[config.mk]
export PLATFORM = sky130hd
export DESIGN_NAME = bmp_stream_to_framebuffer_writer_flat
export DESIGN_NICKNAME = d
export VERILOG_FILES = /design/src/hw/rtl/bmp_fb_pkg.sv /design/src/hw/rtl/bmp_fb_if.sv /design/src/hw/rtl/bmp_fb_front.sv /design/src/hw/rtl/bmp_fb_queue.sv /design/src/hw/rtl/bmp_fb_back.sv /design/src/hw/rtl/bmp_stream_to_framebuffer_writer.sv /design/src/flat_wrapper.sv
export VERILOG_INCLUDE_DIRS = /design/src /design/src/hw/rtl
export SDC_FILE = /design/constraint.sdc
export NUM_CORES = 1
export LEC_CHECK = 0
export BUFFER_PORTS_ARGS = -buffer_cell sky130_fd_sc_hd__clkbuf_2
export CORE_MARGIN = 2
export CORE_UTILIZATION = 60
export DETAILED_ROUTE_END_ITERATION = 6
export PLACE_DENSITY = 0.78
export SETUP_SLACK_MARGIN = 0.05
export SYNTH_ARGS = -nofsm -noshare
export SYNTH_HDL_FRONTEND = slang
export SYNTH_SLANG_ARGS = --single-unit
[constraint.sdc]
create_clock -name clk_i -period 6.2 [get_ports clk_i]
set_input_delay 0.93 -clock clk_i [delete_from_list [all_inputs] [get_ports clk_i]]
set_output_delay 0.93 -clock clk_i [all_outputs]
set_load 0.005 [all_outputs]
[src/hw/rtl/bmp_stream_to_framebuffer_writer_defines.svh]
// Assertion macros shared by the RTL.
`ifndef BMP_STREAM_TO_FRAMEBUFFER_WRITER_DEFINES_SVH
`define BMP_STREAM_TO_FRAMEBUFFER_WRITER_DEFINES_SVH

`ifndef SYNTHESIS
`define BMP_ASSERT_IMPL(lbl, clk, rst_n, ante, cons) \
  lbl: assert property (@(posedge clk) disable iff (!rst_n) (ante) |-> (cons)) \
    else $error("implication check failed");
`define BMP_ASSERT_NEXT(lbl, clk, rst_n, ante, cons) \
  lbl: assert property (@(posedge clk) disable iff (!rst_n) (ante) |=> (cons)) \
    else $error("next-cycle check failed");
`else
`define BMP_ASSERT_IMPL(lbl, clk, rst_n, ante, cons)
`define BMP_ASSERT_NEXT(lbl, clk, rst_n, ante, cons)
`endif

`endif

[src/hw/rtl/bmp_fb_pkg.sv]
`timescale 1ns / 1ps

package bmp_fb_pkg;

  localparam int SCREEN_WIDTH  = 800;
  localparam int SCREEN_HEIGHT = 480;
  localparam int HEADER_BYTES  = 54;
  localparam int FB_WORDS      = SCREEN_WIDTH * SCREEN_HEIGHT;

  localparam int ADDR_W  = 19;
  localparam int PIXEL_W = 24;
  localparam int DX_W    = 10;
  localparam int DY_W    = 9;
  localparam int WID_W   = 10;
  localparam int HGT_W   = 9;
  localparam int HDR_W   = 6;
  localparam int SCOL_W  = DX_W + 1;
  localparam int SROW_W  = DY_W + 1;
  localparam int CFG_IDX_W  = 2;
  localparam int CFG_DATA_W = 10;

  localparam int QUEUE_DEPTH = 4;
  localparam int QPTR_W      = $clog2(QUEUE_DEPTH);
  localparam int QCNT_W      = $clog2(QUEUE_DEPTH + 1);

  typedef enum logic [CFG_IDX_W-1:0] {
    CFG_DEST_X       = 2'd0,
    CFG_DEST_Y       = 2'd1,
    CFG_IMAGE_WIDTH  = 2'd2,
    CFG_IMAGE_HEIGHT = 2'd3
  } cfg_idx_e;

  typedef struct packed {
    logic [DX_W-1:0]  dest_x;
    logic [DY_W-1:0]  dest_y;
    logic [WID_W-1:0] image_width;
    logic [HGT_W-1:0] image_height;
  } cfg_t;

  // one on-screen pixel write, before address generation
  typedef struct packed {
    logic [SROW_W-1:0]  row;
    logic [SCOL_W-1:0]  col;
    logic [PIXEL_W-1:0] pixel;
    logic               last;
  } pix_cmd_t;

  typedef struct packed {
    logic              full;
    logic              empty;
    logic [QCNT_W-1:0] level;
  } q_stat_t;

endpackage

[src/hw/rtl/bmp_fb_if.sv]
`timescale 1ns / 1ps

interface bmp_fb_byte_if import bmp_fb_pkg::*; ();
  logic       valid;
  logic       ready;
  logic [7:0] data_byte;
  logic       start_of_file;

  modport source (output valid, data_byte, start_of_file, input ready);
  modport sink (input valid, data_byte, start_of_file, output ready);
endinterface

interface bmp_fb_pix_if import bmp_fb_pkg::*; ();
  logic               valid;
  logic               ready;
  logic [ADDR_W-1:0]  fb_address;
  logic [PIXEL_W-1:0] pixel_value;
  logic               last_pixel;

  modport source (output valid, fb_address, pixel_value, last_pixel, input ready);
  modport sink (input valid, fb_address, pixel_value, last_pixel, output ready);
endinterface

[src/hw/rtl/bmp_fb_front.sv]
`timescale 1ns / 1ps

module bmp_fb_front import bmp_fb_pkg::*; (
  input  logic              clk_i,
  input  logic              rst_ni,
  input  cfg_t              cfg_i,
  bmp_fb_byte_if.sink       byte_in,
  input  logic              q_full_i,
  output logic              push_o,
  output pix_cmd_t          cmd_o
);

  logic [HDR_W-1:0] header_left_q, header_left_d;
  logic [1:0]       byte_phase_q, byte_phase_d;
  logic [15:0]      blue_green_q, blue_green_d;
  logic [WID_W-1:0] column_q, column_d;
  logic [HGT_W-1:0] row_q, row_d;
  logic [1:0]       pad_left_q, pad_left_d;
  logic             done_q, done_d;

  logic [HDR_W-1:0] hl;
  logic [1:0]       ph, pad;
  logic [15:0]      bg;
  logic [WID_W-1:0] col;
  logic [HGT_W-1:0] row;
  logic             dn;
  logic [WID_W-1:0] w_eff;
  logic [HGT_W-1:0] h_eff;
  logic [SCOL_W-1:0] scr_col;
  logic [SROW_W-1:0] scr_row;
  logic             accept;

  assign byte_in.ready = !q_full_i;
  assign accept = byte_in.valid && byte_in.ready;

  assign w_eff = (cfg_i.image_width == '0) ? WID_W'(1) : cfg_i.image_width;
  assign h_eff = (cfg_i.image_height == '0) ? HGT_W'(1) : cfg_i.image_height;

  always_comb begin
    header_left_d = header_left_q;
    byte_phase_d  = byte_phase_q;
    blue_green_d  = blue_green_q;
    column_d      = column_q;
    row_d         = row_q;
    pad_left_d    = pad_left_q;
    done_d        = done_q;
    push_o        = 1'b0;

    // start_of_file restarts the counters before the byte is looked at
    if (byte_in.start_of_file) begin
      hl  = HDR_W'(HEADER_BYTES);
      ph  = '0;
      bg  = '0;
      col = '0;
      row = '0;
      pad = '0;
      dn  = 1'b0;
    end else begin
      hl  = header_left_q;
      ph  = byte_phase_q;
      bg  = blue_green_q;
      col = column_q;
      row = row_q;
      pad = pad_left_q;
      dn  = done_q;
    end

    scr_col = SCOL_W'(cfg_i.dest_x) + SCOL_W'(col);
    scr_row = SROW_W'(cfg_i.dest_y) + SROW_W'(h_eff - HGT_W'(1) - row);

    cmd_o.row   = scr_row;
    cmd_o.col   = scr_col;
    cmd_o.pixel = {byte_in.data_byte, bg};
    cmd_o.last  = 1'b0;

    if (accept) begin
      header_left_d = hl;
      byte_phase_d  = ph;
      blue_green_d  = bg;
      column_d      = col;
      row_d         = row;
      pad_left_d    = pad;
      done_d        = dn;
      if (dn) begin
        // trailing bytes after the image are dropped
      end else if (hl != '0) begin
        header_left_d = hl - HDR_W'(1);
      end else if (pad != '0) begin
        pad_left_d = pad - 2'd1;
      end else if (ph == 2'd0) begin
        blue_green_d[7:0] = byte_in.data_byte;
        byte_phase_d      = 2'd1;
      end else if (ph == 2'd1) begin
        blue_green_d[15:8] = byte_in.data_byte;
        byte_phase_d       = 2'd2;
      end else begin
        byte_phase_d = 2'd0;
        if (row >= h_eff) begin
          done_d = 1'b1;
        end else begin
          if (SCOL_W'(col) + SCOL_W'(1) >= SCOL_W'(w_eff)) begin
            column_d = '0;
            if (SROW_W'(row) + SROW_W'(1) >= SROW_W'(h_eff)) begin
              done_d     = 1'b1;
              cmd_o.last = 1'b1;
            end else begin
              row_d      = row + HGT_W'(1);
              pad_left_d = w_eff[1:0];
            end
          end else begin
            column_d = col + WID_W'(1);
          end
          push_o = (32'(scr_col) < SCREEN_WIDTH) && (32'(scr_row) < SCREEN_HEIGHT);
        end
      end
    end
  end

  always_ff @(posedge clk_i or negedge rst_ni) begin
    if (!rst_ni) begin
      header_left_q <= HDR_W'(HEADER_BYTES);
      byte_phase_q  <= '0;
      blue_green_q  <= '0;
      column_q      <= '0;
      row_q         <= '0;
      pad_left_q    <= '0;
      done_q        <= 1'b0;
    end else begin
      header_left_q <= header_left_d;
      byte_phase_q  <= byte_phase_d;
      blue_green_q  <= blue_green_d;
      column_q      <= column_d;
      row_q         <= row_d;
      pad_left_q    <= pad_left_d;
      done_q        <= done_d;
    end
  end

endmodule

[src/hw/rtl/bmp_fb_queue.sv]
`timescale 1ns / 1ps

module bmp_fb_queue import bmp_fb_pkg::*; (
  input  logic     clk_i,
  input  logic     rst_ni,
  input  logic     push_i,
  input  pix_cmd_t cmd_i,
  input  logic     pop_i,
  output pix_cmd_t head_o,
  output q_stat_t  stat_o
);

  pix_cmd_t          mem_q [QUEUE_DEPTH];
  logic [QPTR_W-1:0] wr_ptr_q, rd_ptr_q;
  logic [QCNT_W-1:0] count_q;
  logic              do_push, do_pop;

  assign stat_o.full  = (count_q == QCNT_W'(QUEUE_DEPTH));
  assign stat_o.empty = (count_q == '0);
  assign stat_o.level = count_q;
  assign head_o       = mem_q[rd_ptr_q];

  assign do_push = push_i && !stat_o.full;
  assign do_pop  = pop_i && !stat_o.empty;

  always_ff @(posedge clk_i) begin
    if (do_push) begin
      mem_q[wr_ptr_q] <= cmd_i;
    end
  end

  always_ff @(posedge clk_i or negedge rst_ni) begin
    if (!rst_ni) begin
      wr_ptr_q <= '0;
      rd_ptr_q <= '0;
      count_q  <= '0;
    end else begin
      if (do_push) begin
        wr_ptr_q <= (32'(wr_ptr_q) == QUEUE_DEPTH - 1) ? '0 : wr_ptr_q + QPTR_W'(1);
      end
      if (do_pop) begin
        rd_ptr_q <= (32'(rd_ptr_q) == QUEUE_DEPTH - 1) ? '0 : rd_ptr_q + QPTR_W'(1);
      end
      case ({do_push, do_pop})
        2'b10:   count_q <= count_q + QCNT_W'(1);
        2'b01:   count_q <= count_q - QCNT_W'(1);
        default: count_q <= count_q;
      endcase
    end
  end

endmodule

[src/hw/rtl/bmp_fb_back.sv]
`timescale 1ns / 1ps

module bmp_fb_back import bmp_fb_pkg::*; (
  input  logic        clk_i,
  input  logic        rst_ni,
  input  pix_cmd_t    head_i,
  input  q_stat_t     q_stat_i,
  output logic        pop_o,
  bmp_fb_pix_if.source pix_out
);

  logic               valid_q;
  logic [ADDR_W-1:0]  addr_q, addr_d;
  logic [PIXEL_W-1:0] pixel_q;
  logic               last_q;

  // output register is free when empty or being taken this cycle
  assign pop_o  = !q_stat_i.empty && (!valid_q || pix_out.ready);
  assign addr_d = ADDR_W'(32'(head_i.row) * SCREEN_WIDTH + 32'(head_i.col));

  always_ff @(posedge clk_i or negedge rst_ni) begin
    if (!rst_ni) begin
      valid_q <= 1'b0;
    end else if (pop_o) begin
      valid_q <= 1'b1;
    end else if (pix_out.ready) begin
      valid_q <= 1'b0;
    end
  end

  always_ff @(posedge clk_i) begin
    if (pop_o) begin
      addr_q  <= addr_d;
      pixel_q <= head_i.pixel;
      last_q  <= head_i.last;
    end
  end

  assign pix_out.valid       = valid_q;
  assign pix_out.fb_address  = addr_q;
  assign pix_out.pixel_value = pixel_q;
  assign pix_out.last_pixel  = last_q;

endmodule

[src/hw/rtl/bmp_stream_to_framebuffer_writer.sv]
// 24-bit BMP byte stream to framebuffer pixel writes.
// byte_in takes one file byte per item (valid/ready), start_of_file marks
// the first byte of a file and restarts header, pad, column and row counting.
// pix_out gives one item per on-screen pixel: word address, 24-bit 0xRRGGBB value
// and last_pixel on the image's final pixel. Off-screen pixels are dropped.
// Configuration: cfg_we_i writes cfg_data_i into register cfg_index_i
// (0 dest_x, 1 dest_y, 2 image_width, 3 image_height); write only when idle.
// Throughput: one byte per cycle while the queue is not full, so one pixel per three bytes at most.
// Path: the accepting edge writes a pixel into the 4-entry command queue;
// from the queue head it is loaded into the output register, where the
// address multiply-add is done, as soon as that register is free.
// Stall: when pix_out.ready is low the output holds; the queue absorbs up to
// four pixels, then byte_in.ready drops until the receiver takes one.
// Reset: counters restart, registers return to 0, 0, 800, 480, queue and
// output empty.
`timescale 1ns / 1ps
`include "bmp_stream_to_framebuffer_writer_defines.svh"

module bmp_stream_to_framebuffer_writer import bmp_fb_pkg::*; (
  input  logic                  clk_i,
  input  logic                  rst_ni,
  input  logic                  cfg_we_i,
  input  logic [CFG_IDX_W-1:0]  cfg_index_i,
  input  logic [CFG_DATA_W-1:0] cfg_data_i,
  bmp_fb_byte_if.sink           byte_in,
  bmp_fb_pix_if.source          pix_out
);

  cfg_t     cfg_q;
  logic     push, pop;
  pix_cmd_t cmd, head;
  q_stat_t  q_stat;

  always_ff @(posedge clk_i or negedge rst_ni) begin
    if (!rst_ni) begin
      cfg_q.dest_x       <= '0;
      cfg_q.dest_y       <= '0;
      cfg_q.image_width  <= WID_W'(800);
      cfg_q.image_height <= HGT_W'(480);
    end else if (cfg_we_i) begin
      case (cfg_idx_e'(cfg_index_i))
        CFG_DEST_X:       cfg_q.dest_x       <= cfg_data_i[DX_W-1:0];
        CFG_DEST_Y:       cfg_q.dest_y       <= cfg_data_i[DY_W-1:0];
        CFG_IMAGE_WIDTH:  cfg_q.image_width  <= cfg_data_i[WID_W-1:0];
        CFG_IMAGE_HEIGHT: cfg_q.image_height <= cfg_data_i[HGT_W-1:0];
        default:          cfg_q              <= cfg_q;
      endcase
    end
  end

  bmp_fb_front u_front (
    .clk_i    (clk_i),
    .rst_ni   (rst_ni),
    .cfg_i    (cfg_q),
    .byte_in  (byte_in),
    .q_full_i (q_stat.full),
    .push_o   (push),
    .cmd_o    (cmd)
  );

  bmp_fb_queue u_queue (
    .clk_i  (clk_i),
    .rst_ni (rst_ni),
    .push_i (push),
    .cmd_i  (cmd),
    .pop_i  (pop),
    .head_o (head),
    .stat_o (q_stat)
  );

  bmp_fb_back u_back (
    .clk_i    (clk_i),
    .rst_ni   (rst_ni),
    .head_i   (head),
    .q_stat_i (q_stat),
    .pop_o    (pop),
    .pix_out  (pix_out)
  );

  `BMP_ASSERT_IMPL(a_addr_on_screen, clk_i, rst_ni, pix_out.valid, 32'(pix_out.fb_address) < FB_WORDS)
  `BMP_ASSERT_IMPL(a_level_bounded, clk_i, rst_ni, 1'b1, 32'(q_stat.level) <= QUEUE_DEPTH)
  `BMP_ASSERT_NEXT(a_push_lands, clk_i, rst_ni, push && !pop, !q_stat.empty)

endmodule
[src/flat_wrapper.sv]
// flat-port wrapper written by rule: the top's interface ports become plain ports
module bmp_stream_to_framebuffer_writer_flat import bmp_fb_pkg::*;
  (clk_i, rst_ni, cfg_we_i, cfg_index_i, cfg_data_i, byte_in_valid, byte_in_data_byte, byte_in_start_of_file, byte_in_ready, pix_out_valid, pix_out_fb_address, pix_out_pixel_value, pix_out_last_pixel, pix_out_ready);
  bmp_fb_byte_if byte_in_i ();
  bmp_fb_pix_if pix_out_i ();
  input  logic clk_i;
  input  logic rst_ni;
  input  logic cfg_we_i;
  input  logic [CFG_IDX_W-1:0] cfg_index_i;
  input  logic [CFG_DATA_W-1:0] cfg_data_i;
  input wire logic [$bits(byte_in_i.valid)-1:0] byte_in_valid;
  input wire logic [$bits(byte_in_i.data_byte)-1:0] byte_in_data_byte;
  input wire logic [$bits(byte_in_i.start_of_file)-1:0] byte_in_start_of_file;
  output wire logic [$bits(byte_in_i.ready)-1:0] byte_in_ready;
  output wire logic [$bits(pix_out_i.valid)-1:0] pix_out_valid;
  output wire logic [$bits(pix_out_i.fb_address)-1:0] pix_out_fb_address;
  output wire logic [$bits(pix_out_i.pixel_value)-1:0] pix_out_pixel_value;
  output wire logic [$bits(pix_out_i.last_pixel)-1:0] pix_out_last_pixel;
  input wire logic [$bits(pix_out_i.ready)-1:0] pix_out_ready;
  assign byte_in_i.valid = byte_in_valid;
  assign byte_in_i.data_byte = byte_in_data_byte;
  assign byte_in_i.start_of_file = byte_in_start_of_file;
  assign byte_in_ready = byte_in_i.ready;
  assign pix_out_valid = pix_out_i.valid;
  assign pix_out_fb_address = pix_out_i.fb_address;
  assign pix_out_pixel_value = pix_out_i.pixel_value;
  assign pix_out_last_pixel = pix_out_i.last_pixel;
  assign pix_out_i.ready = pix_out_ready;
  bmp_stream_to_framebuffer_writer u_core (.clk_i(clk_i), .rst_ni(rst_ni), .cfg_we_i(cfg_we_i), .cfg_index_i(cfg_index_i), .cfg_data_i(cfg_data_i), .byte_in(byte_in_i), .pix_out(pix_out_i));
endmodule
==> results of run 1 <==
## final cells by class
cell class	instances	share of cell area, %
multi-input cells	651	34.08
repair buffers	85	2.799
clock buffers	38	4.714
well taps	335	2.404
inverters	104	2.239
clock inverters	20	1.198
flip-flops and latches	320	52.56
## worst max-delay path by stage
stage	depth (start not counted)	slack (ns)	end
after floorplan	18	0.63	u_core.u_queue.mem_q[3][0]
after global placement	18	1.20	u_core.u_queue.mem_q[1][11]
after detailed placement	21	1.12	u_core.u_queue.count_q[1]
after CTS	15	1.18	u_core.u_back.pix_out.fb_address[18]
after global routing	15	0.92	u_core.u_back.pix_out.fb_address[18]
final	15	1.27	u_core.u_back.pix_out.fb_address[18]
## state kept, by name (all words and copies together), names as in the netlist
name and cells:
u_core.u_back.pix_out.pixel_value 24, u_core.u_back.pix_out.valid 1, u_core.u_front.blue_green_q 16, u_core.cfg_q 38
u_core.u_front.pad_left_q 2, u_core.u_front.done_q 1, u_core.u_back.pix_out.last_pixel 1, u_core.u_front.column_q 10
u_core.u_back.pix_out.fb_address 19, u_core.u_front.row_q 9, u_core.u_front.byte_phase_q 2, u_core.u_front.header_left_q 6
u_core.u_queue.count_q 3, u_core.u_queue.mem_q 184, u_core.u_queue.wr_ptr_q 2, u_core.u_queue.rd_ptr_q 2
## cells in the mapped netlist (4+ instances only)
| library cell | number |
|---|---|
| edfxtp_1 | 228 |
| inv_1 | 104 |
| ha_1 | 101 |
| dfrtp_1 | 81 |
| nor2_1 | 56 |
| mux4_2 | 46 |
| a21oi_1 | 42 |
| mux2_2 | 40 |
| nand2_1 | 40 |
| nor2b_1 | 36 |
| o21ai_0 | 35 |
| xnor2_1 | 29 |
| clkbuf_1 | 26 |
| nand3_1 | 22 |
| a22o_1 | 21 |
| fa_1 | 18 |
| xor2_1 | 18 |
| nor3_1 | 15 |
| a21o_1 | 11 |
| dfstp_2 | 11 |
| and3_1 | 9 |
| o21a_1 | 9 |
| a31oi_1 | 8 |
| buf_1 | 7 |
| nand2b_1 | 7 |
| and2_1 | 6 |
| a22oi_1 | 4 |
| nand4_1 | 4 |
| nor4_1 | 4 |
| o21ai_1 | 4 |
| o21bai_1 | 4 |
| or3_1 | 4 |
## power breakdown
part	internal (mW)	switching (mW)	total (mW)
Clock	1.08	0.814	1.89
Combinational	1.61	1.93	3.53
Sequential	2.80	0.158	2.96
Total	5.48	2.90	8.38
## worst max-delay path: cells and delay by family, from the launching register on
kind,cells,cell delay (ns)
fa+ha+maj,4,1.44
simple gates,4,0.73
compound gates,3,0.72
flops,1,0.70
mux,1,0.63
xor+xnor,1,0.35
buf+inv,2,0.10
## logic make-up (layout without fill, tap and decap cells)
group | count (synthesis) | after routing | share of synthesized area [%]
XOR/XNOR | 48 | 48 | 2.782
buffers and inverters | 138 | 247 | 3.327
adder cells (fa/ha/maj) | 119 | 119 | 10.40
AND/OR/NAND/NOR | 218 | 218 | 7.343
flip-flops | 320 | 320 | 58.70
AO/OA/AOI/OAI | 175 | 175 | 7.535
multiplexers | 91 | 91 | 9.908
## cell usage in the layout, fill, tap and decap left out, drive strengths merged, types with 6 or more instances in the layout
| master | instances |
|---|---|
| a21oi | 42 |
| xor2 | 18 |
| xnor2 | 29 |
| mux4 | 46 |
| nor4 | 7 |
| o21ai | 40 |
| nor3 | 15 |
| nand3 | 22 |
| nor2b | 36 |
| and2 | 6 |
| a31oi | 8 |
| inv | 106 |
| o21a | 9 |
| nand2 | 40 |
| fa | 18 |
| dfstp | 11 |
| edfxtp | 228 |
| clkbuf | 108 |
| clkinv | 13 |
| dfrtp | 81 |
| nor2 | 56 |
| ha | 101 |
| nand2b | 7 |
| and3 | 9 |
| mux2 | 42 |
| a22o | 21 |
| buf | 15 |
| a21o | 11 |
## metal layers
| layer | up-vias | routed length [um] | track usage, % |
|---|---|---|---|
| met4 | 0 | 814 | 6.034 |
| met3 | 61 | 1743 | 3.122 |
| met5 | - | 0 | 0 |
| met1 | 4621 | 13620 | 33.01 |
| met2 | 327 | 15650 | 40.23 |
| li1 | 4263 | - | - |
## per-stage QoR
step | setup slack [ns] | total power [mW] | area, um2 | instances
after global placement | 1.200 | 6.351 | 16410 | 1495
after global routing | 0.9194 | 8.970 | 17440 | 1553
final | 1.272 | 8.381 | 17440 | 1553
after floorplan | 0.6255 | 5.693 | 15610 | 1109
after CTS | 1.180 | 8.436 | 17440 | 1553
after detailed placement | 1.117 | 6.508 | 16410 | 1495
==> results.sh, run 1 <==
export IMPL_hold_slack_ns=0.3358
export IMPL_postCtsSetupBuffers=0
export IMPL_final_setup_tns_ns=0
export IMPL_grt_use_total_pct=23.76
export IMPL_maxCapViolCount=0
export IMPL_clock_sinks=320
export IMPL_row_count=59
export IMPL_fin_crit_sh_pct=79.48
export IMPL_io_buffers=71
export IMPL_path_common_cell="ha_1"
export IMPL_synthCells=1109
export IMPL_crit_arrival_ns=5.24
export IMPL_drc=0
export IMPL_seq_area_um2=9165
export IMPL_slew_viol_final=0
export IMPL_setup_viol=0
export IMPL_hold_viol_final=0
export IMPL_synthFlopType="edfxtp_1"
export IMPL_dp_hpwl_um=21290
export IMPL_antenna_cells=0
export IMPL_power_leakage_nw=6.922
export IMPL_area_growth_pct=11.71
export IMPL_chipWidth_um=165.3
export IMPL_path_cells="mux4_2, ha_1, ha_1, inv_1, fa_1, inv_1, ha_1, o21ai_0, nor2_1, o31ai_1, a21boi_1, and4_1, nand3_1, nor3b_1, xnor3_1"
export IMPL_synth_seq_cells=320
export IMPL_grt_pass1_vias=9073
export IMPL_final_core_util_pct=67.68
export IMPL_vias=9272
export IMPL_postRouteAntennaNets=0
export IMPL_synth_edf_count=228
export IMPL_max_freq_mhz=202.9
export IMPL_clk_pin_slew_ns=0.07
export IMPL_yosysSeqAreaShare_pct=58.70
export IMPL_initial_core_util_pct=60.58
export IMPL_fill_cells=1712
export IMPL_yosys_warnings=0
export IMPL_viasPerCell=5.970
export IMPL_dieArea_um2=27320
export IMPL_die_y_um=165.3
export IMPL_irDropWorstVdd_mv=0.6839
export IMPL_synth_top_area_share_pct=43.86
export IMPL_crit_path_end_kind="flip-flop"
export IMPL_insertion_delay_ns=0.57
export IMPL_outcome="completed"
export IMPL_place_congestion=0.8837
export IMPL_cts_made_buffers=31
export IMPL_synthTopCellsByArea="edfxtp_1, dfrtp_1, ha_1"
export IMPL_finalWirelength_um=31830
export IMPL_synth_nets=1254
export IMPL_crit_type="flip-flop to flip-flop"
export IMPL_rrSetupSlack_ns=1.27
export IMPL_crit_path_start="u_core.u_queue.rd_ptr_q[0]"
export IMPL_first_pass_iters=5
export IMPL_grt_max_degree=56
export IMPL_cts_max_level=1
export IMPL_synth_cell_types=68
export IMPL_max_slew_margin_pct=9.314
export IMPL_routedWlPerCell_um=20.50
export IMPL_cp_max_fo=15
export IMPL_grt_overflow=0
export IMPL_r2r_end="u_core.u_back.pix_out.fb_address[18]"
export IMPL_async_reset_ff_share_pct=28.75
export IMPL_min_path_type="input port to asynchronous set/reset pin"
export IMPL_finalCriticalPeriod_ns=4.928
export IMPL_multi_input_area_um2=5943
export IMPL_synth_area_um2=15610
export IMPL_drtIter0Drc=846
export IMPL_reg2reg_depth=15
export IMPL_clockRootBuffer="clkbuf_16"
export IMPL_crit_required_ns=6.51
export IMPL_grt_pass1_wl_um=49680
export IMPL_slowest_stage="dfrtp_2"
export IMPL_rsz0062_at_grt="false"
export IMPL_critPathMaxStageDelay_ns=0.70
export IMPL_synth_top_area_cell="edfxtp_1"
export IMPL_clock_skew_ns=0.01403
export IMPL_io_pins=72
export IMPL_cts_tree="done"
export IMPL_core_area_um2=25760
export IMPL_layout_drive_gt1_share_pct=20.94
export IMPL_fin_nets=1338
export IMPL_cts_resized=0
export IMPL_antenna_found_initial=1
export IMPL_syn_avg_cell_area_um2=14.07
export IMPL_start_kind="flip-flop"
export IMPL_hold_buffers=0
export IMPL_worst_slew_pin_slew_ns=1.350
export IMPL_r2r_start="u_core.u_queue.rd_ptr_q[0]"
export IMPL_clk_path_buf_depth=3
export IMPL_power_density_nw_per_um2=480.6
(Power assumes the default switching activity.)
==> run 2, diff against run 1 <==
--- a/config.mk
+++ b/config.mk
@@ -6,6 +6,7 @@
 export SDC_FILE = /design/constraint.sdc
 export NUM_CORES = 1
 export LEC_CHECK = 0
+export ABC_AREA = 1
 export BUFFER_PORTS_ARGS = -buffer_cell sky130_fd_sc_hd__clkbuf_2
 export CORE_MARGIN = 2
 export CORE_UTILIZATION = 60
==> constraint.sdc (replaced) <==
create_clock -name clk_i -period 4.8 [get_ports clk_i]
set_input_delay 0.72 -clock clk_i [delete_from_list [all_inputs] [get_ports clk_i]]
set_output_delay 0.72 -clock clk_i [all_outputs]
set_load 0.005 [all_outputs]
==> results.sh, run 2 <==
export IMPL_outcome="completed"
export IMPL_max_slew_margin_pct=30.07
export IMPL_finalCriticalPeriod_ns=4.401
export IMPL_cts_made_buffers=34
export IMPL_layout_drive_gt1_share_pct=12.29
export IMPL_power_leakage_nw=7.890
export IMPL_synthFlopType="edfxtp_1"
export IMPL_synth_top_area_cell="edfxtp_1"
export IMPL_routedWlPerCell_um=17.76
export IMPL_dp_hpwl_um=25730
export IMPL_first_pass_iters=5
export IMPL_yosysSeqAreaShare_pct=55.46
export IMPL_grt_pass1_wl_um=59990
export IMPL_synth_area_um2=16520
export IMPL_synth_cell_types=55
export IMPL_crit_required_ns=5.19
export IMPL_r2r_start="u_core.cfg_q[1]"
export IMPL_yosys_warnings=0
export IMPL_initial_core_util_pct=61.13
export IMPL_setup_viol=0
export IMPL_irDropWorstVdd_mv=0.8931
export IMPL_synth_seq_cells=320
export IMPL_power_density_nw_per_um2=702.8
export IMPL_fill_cells=1997
export IMPL_io_pins=72
export IMPL_io_buffers=71
export IMPL_async_reset_ff_share_pct=28.75
export IMPL_clock_sinks=320
export IMPL_dieArea_um2=28880
export IMPL_grt_max_degree=72
export IMPL_fin_crit_sh_pct=91.68
export IMPL_clk_path_buf_depth=3
export IMPL_largest_register_ffs=184
export IMPL_max_freq_mhz=227.2
export IMPL_die_y_um=169.9
export IMPL_insertion_delay_ns=0.52
export IMPL_slew_viol_final=0
export IMPL_min_path_type="input port to asynchronous set/reset pin"
export IMPL_drc=0
export IMPL_chipWidth_um=169.9
export IMPL_clk_pin_slew_ns=0.06
export IMPL_final_common_cell="nand2_1"
export IMPL_dpl_cell_area_um2=17420
export IMPL_rsz0062_at_grt="false"
export IMPL_viasPerCell=5.692
export IMPL_grt_pass1_vias=11900
export IMPL_synthCells=1649
export IMPL_synth_commonest_cells="nand2_1, edfxtp_1, inv_1"
export IMPL_cp_max_fo=7
export IMPL_hold_slack_ns=0.2990
export IMPL_final_cell_mix="nand2_1, edfxtp_1, inv_1, o21ai_0, nor2_1"
export IMPL_core_area_um2=27030
export IMPL_drtIter0Drc=1015
export IMPL_maxCapViolCount=0
export IMPL_clock_skew_ns=0.02072
export IMPL_fin_nets=1878
export IMPL_cts_tree="done"
export IMPL_syn_avg_cell_area_um2=10.02
export IMPL_regMostFlops="u_core.u_queue.mem_q"
export IMPL_antenna_found_initial=1
export IMPL_place_congestion=0.9805
export IMPL_synthTopCellsByArea="edfxtp_1, dfrtp_1, ha_1"
export IMPL_crit_arrival_ns=4.79
export IMPL_rrSetupSlack_ns=0.40
export IMPL_row_count=60
export IMPL_finalWirelength_um=37270
export IMPL_reg2reg_depth=23
export IMPL_start_kind="flip-flop"
export IMPL_worst_slew_pin_slew_ns=1.048
export IMPL_synth_edf_count=228
export IMPL_r2r_end="u_core.u_queue.count_q[2]"
export IMPL_synth_top_area_share_pct=41.44
export IMPL_postRouteAntennaNets=0
export IMPL_final_core_util_pct=68.18
export IMPL_postCtsSetupBuffers=0
export IMPL_crit_type="flip-flop to flip-flop"
export IMPL_finish_instance_area_um2=18430
export IMPL_synth_most_common_cell="nand2_1"
export IMPL_hold_viol_final=0
export IMPL_crit_path_end_kind="flip-flop"
export IMPL_area_growth_pct=11.52
export IMPL_grt_use_total_pct=26.49
export IMPL_synth_nets=1794
export IMPL_vias=11950
export IMPL_crit_path_start="u_core.cfg_q[1]"
export IMPL_grt_overflow=0
export IMPL_cts_max_level=2
export IMPL_clockRootBuffer="clkbuf_16"
## run 2: logic make-up after synthesis
| family | Yosys count | share of synthesized area, % |
|---|---|---|
| adders and majority gates | 119 | 9.830 |
| xor gates and xnor gates | 46 | 2.438 |
| and+or+nand+nor | 538 | 14.30 |
| buffers and inverters | 297 | 6.952 |
| DFF | 320 | 55.46 |
| AOI/OAI and AO/OA | 329 | 11.03 |
## run 2: how the worst max path moves through the flow
stage | cells past startpoint | endpoint | slack (ns)
finish | 23 | u_core.u_queue.count_q[2] | 0.40
global route | 17 | u_core.u_back.pix_out.fb_address[17] | 0.09
CTS | 17 | u_core.u_back.pix_out.fb_address[17] | 0.37
detailed placement | 23 | u_core.u_queue.count_q[2] | 0.09
global placement | 23 | u_core.u_queue.count_q[2] | 0.23
floorplan | 19 | u_core.u_queue.mem_q[0][0] | -0.03
## run 2: critical path: stages (launching register included)
cell	delay [ns]
dfrtp_1	0.42
inv_1	0.19
a41oi_1	0.26
fa_1	0.44
inv_1	0.07
ha_1	0.17
inv_1	0.07
fa_1	0.42
nand3b_1	0.19
nand2_1	0.14
nand2_1	0.06
nand2_1	0.06
nand2_1	0.06
nand3b_1	0.08
nand2_1	0.05
inv_1	0.11
nand4_1	0.21
nand3_4	0.25
ha_1	0.18
inv_1	0.07
fa_1	0.38
a21oi_1	0.15
o21ai_0	0.11
xor2_1	0.15
## run 2: layout make-up
type,count,area [um2],area share (%)
sequential,320,9164,49.74
multi-input combinational,1032,6256,33.95
clock buffer,41,887.1,4.815
tap,341,426.7,2.316
timing repair buffer,107,678.2,3.681
inverter,238,898.4,4.876
antenna,1,2.502,0.01358
clock inverter,19,112.6,0.6112
## run 2: power breakdown
part | total (mW) | internal (mW) | switching, mW
Sequential | 4.08 | 3.89 | 0.190
Combinational | 6.50 | 2.38 | 4.12
Clock | 2.38 | 1.33 | 1.05
## run 2: repair_timing
item | CTS | global route
setup endpoints to repair | 0 | 1
gates resized for setup | 0 | 2
hold buffers | 0 | 0
## run 2: stage by stage
stage / setup TNS [ns] / std cells / setup WS, ns / total power [mW]
4_1_cts: 0 / 2098 / 0.3686 / 13.01
3_3_place_gp: 0 / 2038 / 0.2306 / 10.30
3_5_place_dp: 0 / 2038 / 0.08911 / 10.57
6_report: 0 / 2099 / 0.3994 / 12.95
5_1_grt: 0 / 2098 / 0.09238 / 14.01
2_1_floorplan: -4.744 / 1649 / -0.02579 / 8.953
## run 2: routing by layer
layer	routed length [um]	GRT usage (%)	vias up
met2	18090	45.45	370
met5	0	0	-
met3	2167	4.093	81
met1	15810	34.30	5746
met4	1206	9.885	0
li1	-	-	5751
==> run 3, diff against run 2 <==
--- a/config.mk
+++ b/config.mk
@@ -8,10 +8,12 @@
 export LEC_CHECK = 0
 export ABC_AREA = 1
 export BUFFER_PORTS_ARGS = -buffer_cell sky130_fd_sc_hd__clkbuf_2
+export CELL_PAD_IN_SITES_DETAIL_PLACEMENT = 1
+export CELL_PAD_IN_SITES_GLOBAL_PLACEMENT = 1
 export CORE_MARGIN = 2
-export CORE_UTILIZATION = 60
+export CORE_UTILIZATION = 49
 export DETAILED_ROUTE_END_ITERATION = 6
-export PLACE_DENSITY = 0.78
+export PLACE_DENSITY_LB_ADDON = 0.1
 export SETUP_SLACK_MARGIN = 0.05
 export SYNTH_ARGS = -nofsm -noshare
 export SYNTH_HDL_FRONTEND = slang
==> results.sh, run 3 (same netlist as run 2, synthesis figures left out) <==
export IMPL_combPwrFrac_pct=49.9
export IMPL_fin_cells=2216
export IMPL_critPathMaxStageDelay_ns=0.50
export IMPL_core_area_um2=33360
export IMPL_row_count=67
export IMPL_layout_drive_gt1_share_pct=12.84
export IMPL_outcome="completed"
export IMPL_seq_area_um2=9164
export IMPL_path_cells="inv_1, buf_4, o21ai_0, o22ai_1, ha_1, ha_1, inv_1, fa_1, inv_1, ha_1, a21oi_1, nand2_1, nand2_1, nand2_1, a21oi_1, nand2b_1, nand2_1, nor3_2, nand3_1, nand2_1, nand2_1"
export IMPL_fin_nets=1887
export IMPL_power_leakage_nw=7.988
export IMPL_crit_family="adder cells"
export IMPL_start_kind="flip-flop"
export IMPL_cts_tree="done"
export IMPL_crit_type="flip-flop to flip-flop"
export IMPL_routedWlPerCell_um=19.51
export IMPL_insertion_delay_ns=0.54
export IMPL_path_common_cell="nand2_1"
export IMPL_fill_cells=3762
export IMPL_hold_buffers=0
export IMPL_vias=12020
export IMPL_grt_max_degree=72
export IMPL_clk_path_buf_depth=3
export IMPL_maxCapViolCount=0
export IMPL_cts_made_buffers=35
export IMPL_r2r_start="u_core.u_queue.rd_ptr_q[1]"
export IMPL_power_frac_clock_pct=19.8
export IMPL_setup_viol=0
export IMPL_irDropWorstVdd_mv=0.6890
export IMPL_cts_max_level=2
export IMPL_reg2reg_depth=21
export IMPL_place_inst=2153
export IMPL_dp_hpwl_um=31250
export IMPL_crit_required_ns=5.07
export IMPL_viasPerCell=5.422
export IMPL_crit_path_end_kind="flip-flop"
export IMPL_multi_input_area_um2=6269
export IMPL_max_freq_mhz=228.7
export IMPL_fin_crit_sh_pct=91.10
export IMPL_place_congestion=0.8959
export IMPL_postRouteAntennaNets=0
export IMPL_clock_sinks=320
export IMPL_r2r_end="u_core.u_back.pix_out.fb_address[18]"
export IMPL_grt_pass1_vias=12590
export IMPL_cp_max_fo=10
export IMPL_finalCriticalPeriod_ns=4.373
export IMPL_final_cell_mix="nand2_1, edfxtp_1, inv_1, o21ai_0, nor2_1"
export IMPL_postCtsSetupBuffers=0
export IMPL_regMostFlops="u_core.u_queue.mem_q"
export IMPL_rsz0062_at_grt="false"
export IMPL_io_pins=72
export IMPL_min_path_type="input port to asynchronous set/reset pin"
export IMPL_worst_slew_pin_slew_ns=1.102
export IMPL_swShare_pct=41.75
export IMPL_slowest_stage="fa_1"
export IMPL_io_buffers=71
export IMPL_slew_viol_final=0
export IMPL_chipWidth_um=187.6
export IMPL_power_density_nw_per_um2=719.1
export IMPL_cp_buffers_inverters=4
export IMPL_grt_pass1_wl_um=68870
export IMPL_initial_core_util_pct=49.52
export IMPL_clk_pin_slew_ns=0.06
export IMPL_power_switching_mw=5.633
export IMPL_grt_use_total_pct=25.05
export IMPL_die_y_um=187.6
export IMPL_rrSetupSlack_ns=0.43
export IMPL_finalWirelength_um=43230
export IMPL_clock_skew_ns=0.01882
export IMPL_antenna_found_initial=1
export IMPL_largest_register_ffs=184
export IMPL_intPower_mw=7.859
export IMPL_first_pass_iters=5
export IMPL_clockRootBuffer="clkbuf_16"
export IMPL_hold_viol_final=0
export IMPL_grt_overflow=0
export IMPL_drtIter0Drc=664
export IMPL_area_growth_pct=13.56
export IMPL_final_common_cell="nand2_1"
export IMPL_p_seq_share_pct=30.3
export IMPL_totalPowerFinal_mw=13.49
export IMPL_crit_arrival_ns=4.65
export IMPL_dieArea_um2=35200
export IMPL_drc=0
export IMPL_max_slew_margin_pct=26.45
export IMPL_antenna_cells=0
-- run 3: changes by cell type in the layout (fill, tap and decap cells not counted), sizes merged --
cell,previous run,this run
clkinvlp,1,2
clkinv,15,7
diode,1,0
inv,241,238
buf,37,45
clkbuf,111,121
bufinv,0,3
-- run 3: cell type report --
class	count	share of cell area (%)
clock buffers	51	5.095
well taps	448	2.988
repair buffers	115	3.935
multi-input cells	1032	33.41
flip-flops and latches	320	48.84
inverters	238	4.788
clock inverters	12	0.9403
-- run 3: worst register-to-register path: cells and delay by family (launching register included) --
family | cells | cell delay (ns)
AO/OA/AOI/OAI | 4 | 0.77
AND/OR/NAND/NOR | 9 | 1.04
buffers and inverters | 4 | 0.39
flip-flops | 1 | 0.49
adder cells (fa/ha/maj) | 4 | 1.43
-- run 3: worst max-delay path by stage --
stage                               startpoint                                   end  slack, ns  depth (start not counted)
global placement         byte_in_start_of_file             u_core.u_queue.count_q[2]       0.19                         23
floorplan                byte_in_start_of_file            u_core.u_queue.mem_q[0][0]      -0.03                         19
finish              u_core.u_queue.rd_ptr_q[1]  u_core.u_back.pix_out.fb_address[18]       0.43                         21
global route        u_core.u_queue.rd_ptr_q[1]  u_core.u_back.pix_out.fb_address[18]       0.11                         21
detailed placement       byte_in_start_of_file             u_core.u_queue.count_q[2]       0.09                         23
CTS                 u_core.u_queue.rd_ptr_q[0]  u_core.u_back.pix_out.fb_address[18]       0.21                         20
-- run 3: stage by stage --
| stage | hold slack (ns) | util, % | worst slack, ns | TNS, ns | instance area, um2 |
|---|---|---|---|---|---|
| finish | 0.3123 | 56.23 | 0.4273 | 0 | 18760 |
| floorplan | 0.4244 | - | -0.02579 | -4.744 | 16530 |
| global placement | 0.4642 | 52.79 | 0.1866 | 0 | 17610 |
| detailed placement | 0.4675 | 52.79 | 0.08697 | 0 | 17610 |
| CTS | 0.3517 | 56.19 | 0.2112 | 0 | 18750 |
| global route | 0.3861 | 56.23 | 0.1066 | 0 | 18760 |
-- run 3: layer usage --
layer / track usage [%] / vias up / wire length [um] / part of all wire [%]
li1: - / 5754 / - / -
met1: 31.33 / 5895 / 18220 / 42
met2: 44.50 / 270 / 21740 / 50
met3: 3.331 / 94 / 1762 / 4.1
met4: 9.085 / 2 / 1495 / 3.5
met5: 0 / - / 9 / 0.021
-- run 3: power groups by stage --
stage / Sequential, mW / Combinational [mW] / Clock (mW)
2_1_floorplan: 4.11 / 4.84 / 0
6_report: 4.09 / 6.73 / 2.67
5_1_grt: 4.13 / 7.70 / 2.82
3_5_place_dp: 4.15 / 6.81 / 0
3_3_place_gp: 4.13 / 6.52 / 0
4_1_cts: 4.10 / 6.86 / 2.72
-- run 3: timing repair --
action,CTS,global route
setup endpoints to repair,0,3
hold endpoints to repair,0,0
gates resized for setup,0,4
